### src/rtl/fcr_pkg.sv
package fcr_pkg;

  // Command codes on the func field
  localparam logic [1:0] FUNC_LOAD    = 2'd0;
  localparam logic [1:0] FUNC_OPEN    = 2'd1;
  localparam logic [1:0] FUNC_ADVANCE = 2'd2;

  // Register index, taken from paddr[2]
  localparam logic REG_DATA_START = 1'b0;
  localparam logic REG_SPC        = 1'b1;

  localparam int PADDR_W = 3;

  // First cluster value that marks the end of a chain
  localparam logic [11:0] CHAIN_END = 12'hFF8;

  typedef enum logic [2:0] {
    ST_IDLE,
    ST_CHECK,
    ST_FETCH_LO,
    ST_FETCH_HI,
    ST_EMIT
  } state_t;

  // Controller to datapath
  typedef struct packed {
    logic tbl_write;
    logic open_load;
    logic calc;
    logic rd_hi;
    logic fetch_lo;
    logic fetch_hi;
    logic emit;
    logic commit;
  } cmd_t;

  // Datapath to controller
  typedef struct packed {
    logic active;
    logic emit_ok;
    logic emit_last;
  } status_t;

  function automatic logic chain_ends(input logic [11:0] clus);
    return (clus < 12'd2) || (clus >= CHAIN_END);
  endfunction

endpackage

### src/rtl/fcr_ctrl.sv
module fcr_ctrl (
  input  logic             clk,
  input  logic             rst,
  input  logic             start,
  input  logic [1:0]       func,
  input  fcr_pkg::status_t status,
  output fcr_pkg::cmd_t    cmd,
  output logic             busy
);

  fcr_pkg::state_t state, state_next;
  logic            accept;

  assign busy   = (state != fcr_pkg::ST_IDLE);
  assign accept = start && !busy;

  always_ff @(posedge clk) begin
    if (rst) begin
      state <= fcr_pkg::ST_IDLE;
    end else begin
      state <= state_next;
    end
  end

  // Next state
  always_comb begin
    state_next = state;
    unique case (state)
      fcr_pkg::ST_IDLE: begin
        if (accept && (func == fcr_pkg::FUNC_OPEN || func == fcr_pkg::FUNC_ADVANCE)) begin
          state_next = fcr_pkg::ST_CHECK;
        end
      end
      fcr_pkg::ST_CHECK: begin
        state_next = status.active ? fcr_pkg::ST_FETCH_LO : fcr_pkg::ST_IDLE;
      end
      fcr_pkg::ST_FETCH_LO: state_next = fcr_pkg::ST_FETCH_HI;
      fcr_pkg::ST_FETCH_HI: state_next = fcr_pkg::ST_EMIT;
      fcr_pkg::ST_EMIT: begin
        if (!status.emit_ok || status.emit_last) begin
          state_next = fcr_pkg::ST_IDLE;
        end
      end
      default: state_next = fcr_pkg::ST_IDLE;
    endcase
  end

  // Datapath commands
  always_comb begin
    cmd = '0;
    unique case (state)
      fcr_pkg::ST_IDLE: begin
        cmd.tbl_write = accept && (func == fcr_pkg::FUNC_LOAD);
        cmd.open_load = accept && (func == fcr_pkg::FUNC_OPEN);
      end
      fcr_pkg::ST_CHECK: cmd.calc = status.active;
      fcr_pkg::ST_FETCH_LO: begin
        cmd.fetch_lo = 1'b1;
        cmd.rd_hi    = 1'b1;
      end
      fcr_pkg::ST_FETCH_HI: cmd.fetch_hi = 1'b1;
      fcr_pkg::ST_EMIT: begin
        cmd.emit   = status.emit_ok;
        cmd.commit = !status.emit_ok || status.emit_last;
      end
      default: cmd = '0;
    endcase
  end

endmodule

### config.mk
export PLATFORM = sky130hd
export DESIGN_NAME = fcr_ctrl
export DESIGN_NICKNAME = d
export VERILOG_FILES = /design/src/rtl/fcr_pkg.sv /design/src/rtl/fcr_ctrl.sv
export SDC_FILE = /design/constraint.sdc
export NUM_CORES = 1
export LEC_CHECK = 0
export BUFFER_PORTS_ARGS = -buffer_cell sky130_fd_sc_hd__buf_2
export CORE_AREA = 2 2 39 41
export DETAILED_ROUTE_END_ITERATION = 6
export DIE_AREA = 0 0 41 43
export PLACE_DENSITY_LB_ADDON = 0.12
export RECOVER_POWER = 100
export SYNTH_ARGS = -nofsm -noshare
export SYNTH_HDL_FRONTEND = slang
export SYNTH_SLANG_ARGS = --single-unit
### constraint.sdc
create_clock -name clk -period 2 [get_ports clk]
set_clock_uncertainty 0.05 [all_clocks]
set_input_delay 0.1 -clock clk [delete_from_list [all_inputs] [get_ports clk]]
set_output_delay 0.1 -clock clk [all_outputs]
set_load 0.05 [all_outputs]
=== Word-level counts from Yosys, hierarchy flattened ===
Index checks and enable logic that the tools add are counted.
Widths: inputs -> output; s select.

* Register bits after elaboration: 3
* Bits in latches: 0
* Bits in writable memories: 0
* Bits in read-only memories: 0
* Bits of input ports: 8
* Output and inout port bits: 9
* Word-level logic and storage cells: 30
* Memories kept: 0

* $add $sub $neg: 0
* Multipliers: 0
* Div/mod/pow operators: 0
* $lt $le $gt $ge: 0
* Equal/unequal tests: 8
* Shifts and indexed selects: 0
* Multiplexer cells: 9
* Bitwise logic cells: 0
* Reductions and logical operators: 12

{| class="wikitable"
|+ Operators by type and width
! cell !! count
|-
| $pmux 3 s5 || 1
|-
| $mux 2 || 4
|-
| $eq 3x2->1 const B || 2
|-
| $mux 3 || 2
|-
| $logic_and 1x1->1 || 4
|-
| $ne 2x2->1 const B || 2
|-
| $eq 3x1->1 const B || 1
|-
| $eq 3x3->1 const B || 1
|-
| $logic_not 3->1 || 1
|-
| $reduce_bool 3->1 || 1
|-
| $eq 2x1->1 const B || 1
|-
| $eq 2x2->1 const B || 1
|-
| $logic_not 1->1 || 2
|-
| $logic_not 2->1 || 1
|-
| $logic_or 1x1->1 || 2
|-
| $mux 1 || 2
|-
| $reduce_and 2->1 || 1
|}

=== Depth between registers and ports, before layout ===
* Depth after elaboration: 6
* Gate-level depth with buffers: 4
* Gate-level depth less buffers: 4

=== Least setup slack after synthesis ===
Ideal clock, no wire load.

* Path kind: flip-flop to output port
* Start point: register state[1]
* End point: output port cmd[4] (netlist name)
* Arrival: 2024 ps
* Required time: 1850 ps
* Slack: -174 ps
* Stages on the path, launching flop included: 3
* Path buffers: 1
* Cells stage by stage: dfxtp_1 -> nor3b_1 -> buf_4

{| class="wikitable"
|+ RTL lines
! what !! line !! RTL
|-
| start, declared || fcr_ctrl.sv:11 || <nowiki>fcr_pkg::state_t state, state_next;</nowiki>
|-
| start signal, assigned || fcr_ctrl.sv:19 || <nowiki>state <= fcr_pkg::ST_IDLE;</nowiki>
|-
| start signal, assigned || fcr_ctrl.sv:21 || <nowiki>state <= state_next;</nowiki>
|-
| end, declared || fcr_ctrl.sv:7 || <nowiki>output fcr_pkg::cmd_t cmd,</nowiki>
|}

==> impl_metrics.toml <==
[run_status]
status = "finished clean"

[die]
die_w_um = 41
core-area_um2 = 1384
start_util_pct = 17.36
placementRows = 14
die_h_um = 43
boundaryPins = 17
die-area_um2 = 1763

[detailed_routing]
vias_per_cell = 4.349
wl_per_cell_um = 10.02
num_vias = 274
initialDrtViolationCount = 4
routed_wl_um = 631
ant_nets = 0
drt_pass1_iterations = 2
drc = 0

[sta]
worst_pin_slew_ps = 597.5
setup_violations = 0
whs_ps = 24.08
maxSlewViolCount = 0
timing.fmax_mhz = 577.3
rsz0062_at_grt = "false"
max-slew-margin-rel_pct = 60.34
finalCriticalPeriod_ps = 1732
hold_viol_final = 0
tns_ps = 0
finalCritPeriodShare_pct = 86.61

[layout]
largest_register_ffs = 3
utilization_pct = 25.14
drive_gt1_share_pct = 31.91
largest-register = "state"
fin_cells = 63
insertedDiodeCount = 0
final_nets = 58
synthToLayoutAreaGrowth_pct = 44.79
largestRegisters = "state: 3 flops"

[placed_design]
dp_hpwl_um = 488.6
io_buffer_count = 16
placedCellCount = 59
routabilityCongestion = 0.6125

[clock_network]
hold_buffers = 0
clockBufferDepth = 2
clk-insertion-delay-late_ps = 240
cts_inserted_buffers = 3
cts_root_buf = "clkbuf_4"
clkTransAtPathRegs_ps = 40
cts-htree-levels = 1
cts_sinks = 3
postCtsSetupRepairBufs = 0
ctsResizeCount = 0
cts_tree = "yes"

[synthesis]
async_reset_ff_share_pct = 0
netlist.area_leader.share_pct = 25.00
synth_flop_cell = "dfxtp_1"
synth_nets = 39
synth.cell_area_um2 = 240.2
synth-edff-count = 0
yosys.area.top_type = "dfxtp_1"
yosys.cell_types.count = 19
syn_inst = 29
syn_area_per_cell_um2 = 8.284
synth_seq_cells = 3
yosysSeqAreaShare_pct = 25.00
yosys_warnings = 0
synthTopCellsByArea = "dfxtp_1 25%, ha_1 10%, inv_1 7.8%"

[setup_path]
critPathLaunchType = "flop"
endpoint_kind = "output port"
cp.arrival_ps = 1580
crit_fanout = 9
critical_path_class = "flop to output port"
worstPathRequired_ps = 1850

[grt]
grt_first_pass_wirelength_um = 979
grt_max_degree = 10
first_global_vias = 241
grt_overflow = 0
antenna_found_initial = 0
grt_use_total_pct = 8.626

[pwr]
powerDensity_nw_per_um2 = 673.9
finalPower_uw = 234.4
peakVddDrop_mv = 0.1447
p_leak_nw = 0.1793

[job]
drv_cap = 0

[hold_path]
hp-class = "input port to flop"
[metrics by stage]
stage | setup slack, ps | area [um2]
2_1_floorplan | 259.6 | 245.2
3_3_place_gp | 618.0 | 332.8
3_5_place_dp | 575.5 | 332.8
4_1_cts | 323.4 | 359.1
5_1_grt | 148.7 | 347.8
6_report | 267.7 | 347.8
[layer usage]
metal  vias up  routed length [um]  global-route usage, %
met4         0                  10                  8.000
met5         -                   0                      0
met3         2                  64                  3.665
li1        137                   -                      -
met1       122                 252                  8.654
met2        13                 303                  12.50
[cell type report]
type / count / area (um2)
Multi-Input combinational cell: 19 / 151.4
Clock buffer: 4 / 26.28
Sequential cell: 3 / 60.06
Inverter: 5 / 18.77
Timing Repair Buffer: 16 / 71.32
Fill cell: 167 / 1036
Tap cell: 16 / 20.02
[final timing paths]
path / start / endpoint / slack (ps) / cells past startpoint
setup / recovery: state[1] / cmd[6] / 270 / 3
hold reg to reg: state[2] / state[1] / 520 / 1
hold / removal: status[0] / state[2] / 20 / 2
setup reg to reg: state[2] / state[2] / 780 / 2
[critical path, stage by stage (launching register included)]
cell,delay [ps]
dfxtp_1,370
nor3_1,310
and3_1,190
clkbuf_1,460
[report_power, final]
part	total (mW)	switching, mW	internal [mW]
registers	0.0687	0.00578	0.0629
clock network	0.108	0.0333	0.0749
logic	0.0575	0.0415	0.0160
total	0.234	0.0806	0.154
[cells in the mapped netlist (2+ instances only)]
cell type	instances
ha_1	2
dfxtp_1	3
and3_1	2
nor3_1	2
inv_1	5
a21oi_1	2
[kinds of logic after synthesis]
logic type	after synthesis	synth area share (%)
compound gates	4	14.07
fa+ha+maj	2	10.42
buf+inv	7	13.02
flops	3	25.00
simple gates	13	37.50
[cells in the final DEF, fill, tap and decap left out]
cell      count
ha_1          2
clkbuf_4      3
nor2_1        1
nand3b_1      1
or4bb_1       1
or3b_1        1
o41ai_2       1
dfxtp_1       3
nor4_1        1
buf_2         7
a21oi_1       2
nand2_1       1
nor3_1        2
inv_1         5
clkbuf_2      2
nand2b_1      1
and3b_2       1
nor3b_2       1
and3_1        2
clkbuf_1      8
a211oi_1      1
No activity file was read; power rests on OpenSTA's default activity.
