### src/rtl/fcr_pkg.sv
package fcr_pkg;

  // Command codes on the func field
  localparam logic [1:0] FUNC_LOAD    = 2'd0;
  localparam logic [1:0] FUNC_OPEN    = 2'd1;
  localparam logic [1:0] FUNC_ADVANCE = 2'd2;

  // Register index, taken from paddr[2]
  localparam logic REG_DATA_START = 1'b0;
  localparam logic REG_SPC        = 1'b1;

  localparam int PADDR_W = 3;

  // First cluster value that marks the end of a chain
  localparam logic [11:0] CHAIN_END = 12'hFF8;

  typedef enum logic [2:0] {
    ST_IDLE,
    ST_CHECK,
    ST_FETCH_LO,
    ST_FETCH_HI,
    ST_EMIT
  } state_t;

  // Controller to datapath
  typedef struct packed {
    logic tbl_write;
    logic open_load;
    logic calc;
    logic rd_hi;
    logic fetch_lo;
    logic fetch_hi;
    logic emit;
    logic commit;
  } cmd_t;

  // Datapath to controller
  typedef struct packed {
    logic active;
    logic emit_ok;
    logic emit_last;
  } status_t;

  function automatic logic chain_ends(input logic [11:0] clus);
    return (clus < 12'd2) || (clus >= CHAIN_END);
  endfunction

endpackage

### src/rtl/fcr_regs.sv
module fcr_regs (
  input  logic                        clk,
  input  logic                        rst,
  input  logic                        psel,
  input  logic                        penable,
  input  logic                        pwrite,
  input  logic [fcr_pkg::PADDR_W-1:0] paddr,
  input  logic [31:0]                 pwdata,
  output logic [31:0]                 prdata,
  output logic                        pready,
  output logic [31:0]                 data_start_lba,
  output logic [6:0]                  clus_sectors
);

  logic wr_en;

  assign pready = 1'b1;
  assign wr_en  = psel && penable && pwrite && pready;

  // Write the addressed register on the access phase
  always_ff @(posedge clk) begin
    if (rst) begin
      data_start_lba <= 32'd0;
      clus_sectors   <= 7'd1;
    end else if (wr_en) begin
      unique case (paddr[2])
        fcr_pkg::REG_DATA_START: data_start_lba <= pwdata;
        fcr_pkg::REG_SPC:        clus_sectors   <= pwdata[6:0];
        default: ;
      endcase
    end
  end

  // Read back
  always_comb begin
    unique case (paddr[2])
      fcr_pkg::REG_DATA_START: prdata = data_start_lba;
      fcr_pkg::REG_SPC:        prdata = {25'd0, clus_sectors};
      default:                 prdata = 32'd0;
    endcase
  end

endmodule

### config.mk
export PLATFORM = sky130hd
export DESIGN_NAME = fcr_regs
export DESIGN_NICKNAME = d
export VERILOG_FILES = /design/src/rtl/fcr_pkg.sv /design/src/rtl/fcr_regs.sv
export SDC_FILE = /design/constraint.sdc
export NUM_CORES = 1
export LEC_CHECK = 0
export BUFFER_PORTS_ARGS = -buffer_cell sky130_fd_sc_hd__buf_2
export CAP_MARGIN = 30
export CORE_ASPECT_RATIO = 0.9
export CORE_MARGIN = 3
export CORE_UTILIZATION = 44
export DETAILED_ROUTE_END_ITERATION = 8
export GPL_ROUTABILITY_DRIVEN = 1
export PLACE_DENSITY = 0.92
export SLEW_MARGIN = 15
export SYNTH_ARGS = -nofsm -noshare
export SYNTH_HDL_FRONTEND = slang
export SYNTH_SLANG_ARGS = --single-unit
export TNS_END_PERCENT = 50
### constraint.sdc
create_clock -name clk -period 1.1 [get_ports clk]
set_input_delay 0.11 -clock clk [delete_from_list [all_inputs] [get_ports clk]]
set_output_delay 0.11 -clock clk [all_outputs]
set_load 0.005 [all_outputs]
## Yosys cells after proc, flatten, opt, wreduce, memory -nomap -nowiden

Index checks and enable logic that the tools add are counted.

| word-level totals | value |
|---|---|
| register bits after elaboration | 39 |
| bits of input ports | 40 |
| word-level logic and storage cells | 8 |

| operators by class | value |
|---|---|
| muxes and demuxes | 1 |
| bitwise logic cells | 1 |
| reductions and logical operators | 4 |

Operators by type and width:

| kind | number |
|---|---|
| one-hot mux 32 bit (2 select lines) | 1 |
| AND reduction 2 bit | 2 |
| logical AND 1 bit | 2 |
| inverter 1 bit | 1 |

## Longest topological paths before layout

| depth | value |
|---|---|
| depth after elaboration | 3 |
| mapped depth | 5 |
| gate-level depth less buffers | 2 |

## Worst setup path before layout

Ideal clock, no wire load.

| timing path | value |
|---|---|
| path kind | input to register |
| from | input paddr[2] (netlist name) |
| to | register data_start_lba[0] |
| library setup time | 0.072 ns |
| arrival time | 0.895 ns |
| slack | 0.134 ns |
| stages on the path | 5 |
| path through | buf_6 > and4b_1 > buf_6 > buf_12 > mux2i_1 |

| between the ends | value |
|---|---|
| cells in the longest elaborated chain, start to end | 2 |

Ends and longest elaborated chain:

| element | line | source |
|---|---|---|
| start, declared | fcr_regs.sv:7 | `input logic [fcr_pkg::PADDR_W-1:0] paddr,` |
| inverter 1 bit (no line) | - |  |
| AND reduction 2 bit (no line) | - |  |
| end signal, assigned | fcr_regs.sv:27 | `fcr_pkg::REG_DATA_START: data_start_lba <= pwdata;` |
| end, declared | fcr_regs.sv:11 | `output logic [31:0] data_start_lba,` |

Every way passes these cells.
A chain may end at the register's enable or synchronous reset.

## Worst setup path after layout

| timing path | value |
|---|---|
| from | register data_start_lba[1] |
| to | output prdata[1] |

| between the ends | value |
|---|---|
| cells in the longest elaborated chain, start to end | 1 |

Ends and longest elaborated chain:

| element | line | source |
|---|---|---|
| one-hot mux 32 bit (2 select lines) | fcr_regs.sv:36 | `unique case (paddr[2])` |
| end, declared | fcr_regs.sv:9 | `output logic [31:0] prdata,` |

Every way passes these cells.

==> flow_summary.json <==
{
  "holdWs_ns": 0.0702,
  "nets": 356,
  "synth_mux_area_share_pct": 23.3,
  "ys_ff_latch": 39,
  "violations": "setup timing",
  "timing.rr.start": "clus_sectors[4]",
  "worstRegToRegCells": 3,
  "status": "complete, but fails checks",
  "synth_compound_area_share_pct": 0,
  "holdPathStages": 3,
  "wl_met3_um": 404,
  "die-area_mm2": 0.00542,
  "synthAdderAreaFrac_pct": 0,
  "coreArea_mm2": 0.00424,
  "vias": 1746,
  "avgViaCountPerCell": 4.64,
  "h-tree-depth": 2,
  "area_growth_pct": 40.6,
  "required_ns": 0.99,
  "grt_remaining_overflow": 0,
  "grt_pass1_vias": 1585,
  "yosysSeqAreaShare_pct": 38.8,
  "wl_met1_mm": 1.98,
  "topRoutingLayerUsed": "met4",
  "endpoint_kind": "output pin",
  "yosysUniqueCellTypes": 14,
  "numCtsBuffers": 5,
  "wl_mm": 4.79,
  "place_area_mm2": 0.00258,
  "drive_above_1_share_pct": 49.4,
  "antennaDiodeCount": 0,
  "cts.sinks": 39,
  "post-route-min-period_ns": 1.12,
  "portBuffers": 108,
  "grt_usage_pct": 17.1,
  "rows": 22,
  "syn_nets": 242,
  "clk_pin_slew_ns": 0.07,
  "met2_length_mm": 2.34,
  "hold_viol_final": 0,
  "hpwl_mm": 3.50,
  "drc": 0,
  "ioPinCount": 112,
  "drtIter0Drc": 38,
  "finalSetupViolCount": 6,
  "period_share_pct": 102,
  "avgSynthCellArea_um2": 9.95,
  "maxCapViolations": 0,
  "whs_endpoint": "data_start_lba[31]",
  "synthCells": 202,
  "yosys_warnings": 0,
  "hold_start": "pwdata[31]",
  "first_pass_iters": 4,
  "rsz0062_at_grt": "yes",
  "die_y_um": 70.1,
  "final_antenna_net_count": 0,
  "seqCellArea_um2": 800,
  "clock-skew-final_ns": 0,
  "syn_area_mm2": 0.00201,
  "gp_congestion": 0.683,
  "cts_tree": "done",
  "crit_fanout": 2,
  "power.leakage_nw": 1.40,
  "fp.dieW_um": 77.3,
  "root_buffer": "clkbuf_8",
  "max_freq_mhz": 890,
  "avgRoutedWirePerCell_um": 12.7,
  "clk_latency_ns": 0.29,
  "critPathKind": "flip-flop to output pin",
  "vdd_drop_max_uv": 557,
  "synth_top_family_by_area": "simple AND/OR/NAND/NOR gates",
  "nFillCells": 372,
  "rr_endpoint": "clus_sectors[4]",
  "final.setup.worst_slack_ns": -0.0242,
  "postCtsHoldBufs": 0,
  "synth_simple_gate_area_share_pct": 31.1,
  "hold_class": "input pin to flip-flop",
  "grt_pass1_wl_mm": 7.44,
  "rrSetupSlack_ns": 0.38,
  "critPathLaunchType": "flip-flop",
  "grt_max_degree": 45,
  "worstPathArrival_ns": 1.01,
  "antenna_found_initial": 0,
  "synth-xor-area-share_pct": 0,
  "fin_area_mm2": 0.00283,
  "clock_path_buffers": 2,
  "multi_input_area_mm2": 0.00113,
  "slew_violations": 0,
  "powerDensity_mw_per_mm2": 993,
  "start_util_pct": 47.4
}
[state kept, by name (all words and copies together), names as in the netlist]
signal	count
clus_sectors	7
data_start_lba	32
[cell type report]
cell class | instances | share of cell area, %
clock inverter | 1 | 0.177
tap | 60 | 2.66
clock buffer | 6 | 2.92
multi-input combinational | 146 | 39.9
sequential | 39 | 28.3
timing repair buffer | 124 | 26.0
[timing repair]
action / 4_1_cts / 5_1_grt
gates resized for setup: 17 / 12
endpoints found under the setup margin: 7 / 9
setup buffers: 6 / 3
[worst max-delay path, cell delays in order, from the launching register on]
cell and delay (ns):
dfxtp_2 0.33, mux2_4 0.28, buf_6 0.12
[worst max-delay path by stage]
| stage | slack (ns) | from | endpoint |
|---|---|---|---|
| final | -0.02 | data_start_lba[1] | prdata[1] |
| after global routing | -0.05 | data_start_lba[5] | prdata[5] |
| after CTS | -0.03 | data_start_lba[1] | prdata[1] |
| after detailed placement | 0.04 | paddr[2] | data_start_lba[29] |
| after global placement | 0.09 | paddr[2] | clus_sectors[0] |
| after floorplan | 0.13 | paddr[2] | data_start_lba[0] |
[metal layers]
metal | vias up | global-route usage [%]
met5 | - | 0
met2 | 74 | 30.0
met3 | 7 | 5.28
met1 | 791 | 19.6
met4 | 0 | 5.93
li1 | 874 | -
[where the power goes]
group | total [mW] | switching [mW] | leakage [nW] | internal [mW]
clock network | 0.968 | 0.476 | 0.0470 | 0.492
logic | 0.372 | 0.155 | 1.03 | 0.218
registers | 1.47 | 0.0216 | 0.322 | 1.44
[cells by family (layout without fill, tap and decap cells)]
| family | count (synthesis) | in the layout |
|---|---|---|
| simple gates | 99 | 99 |
| buf+inv | 17 | 131 |
| mux | 46 | 46 |
| flops | 39 | 39 |
| other cells | 1 | 1 |
[cell usage after synthesis]
master    number  area (µm²)
and4b_1        1        10.0
buf_12         3        60.1
buf_2          1        5.00
buf_4          1        7.51
buf_6          2        22.5
clkbuf_1      10        37.5
conb_1         1        3.75
dfxtp_1       39         781
mux2_2         7        78.8
mux2i_1       39         390
nand2b_1      70         438
nand4_2        1        12.5
nor2_1         2        7.51
nor2b_1       25         156
[cells in the final DEF (no fill, tap or decap)]
cell,netlist,routed
and4b_2,0,1
buf_12,3,3
buf_2,1,102
buf_4,1,13
buf_6,2,6
clkbuf_8,0,6
clkinv_2,0,1
conb_1,1,1
dfxtp_1,39,24
dfxtp_2,0,15
mux2_2,7,1
mux2_4,0,6
mux2i_1,39,39
nand2b_1,70,70
nand4_2,1,1
nor2_1,2,2
nor2b_1,25,24
nor2b_4,0,1
[stage by stage]
step / total power, mW / worst slack (ns) / utilization [%] / std cells / TNS, ns
2_1_floorplan: 1.70 / 0.134 / - / 202 / 0
3_3_place_gp: 1.83 / 0.0855 / 61.0 / 360 / 0
3_5_place_dp: 1.84 / 0.0351 / 61.0 / 360 / 0
4_1_cts: 2.82 / -0.0283 / 65.1 / 373 / -0.102
5_1_grt: 2.93 / -0.0515 / 66.7 / 376 / -0.291
6_report: 2.81 / -0.0242 / 66.7 / 376 / -0.0755
Note: power is estimated with default switching activity, not from simulation.
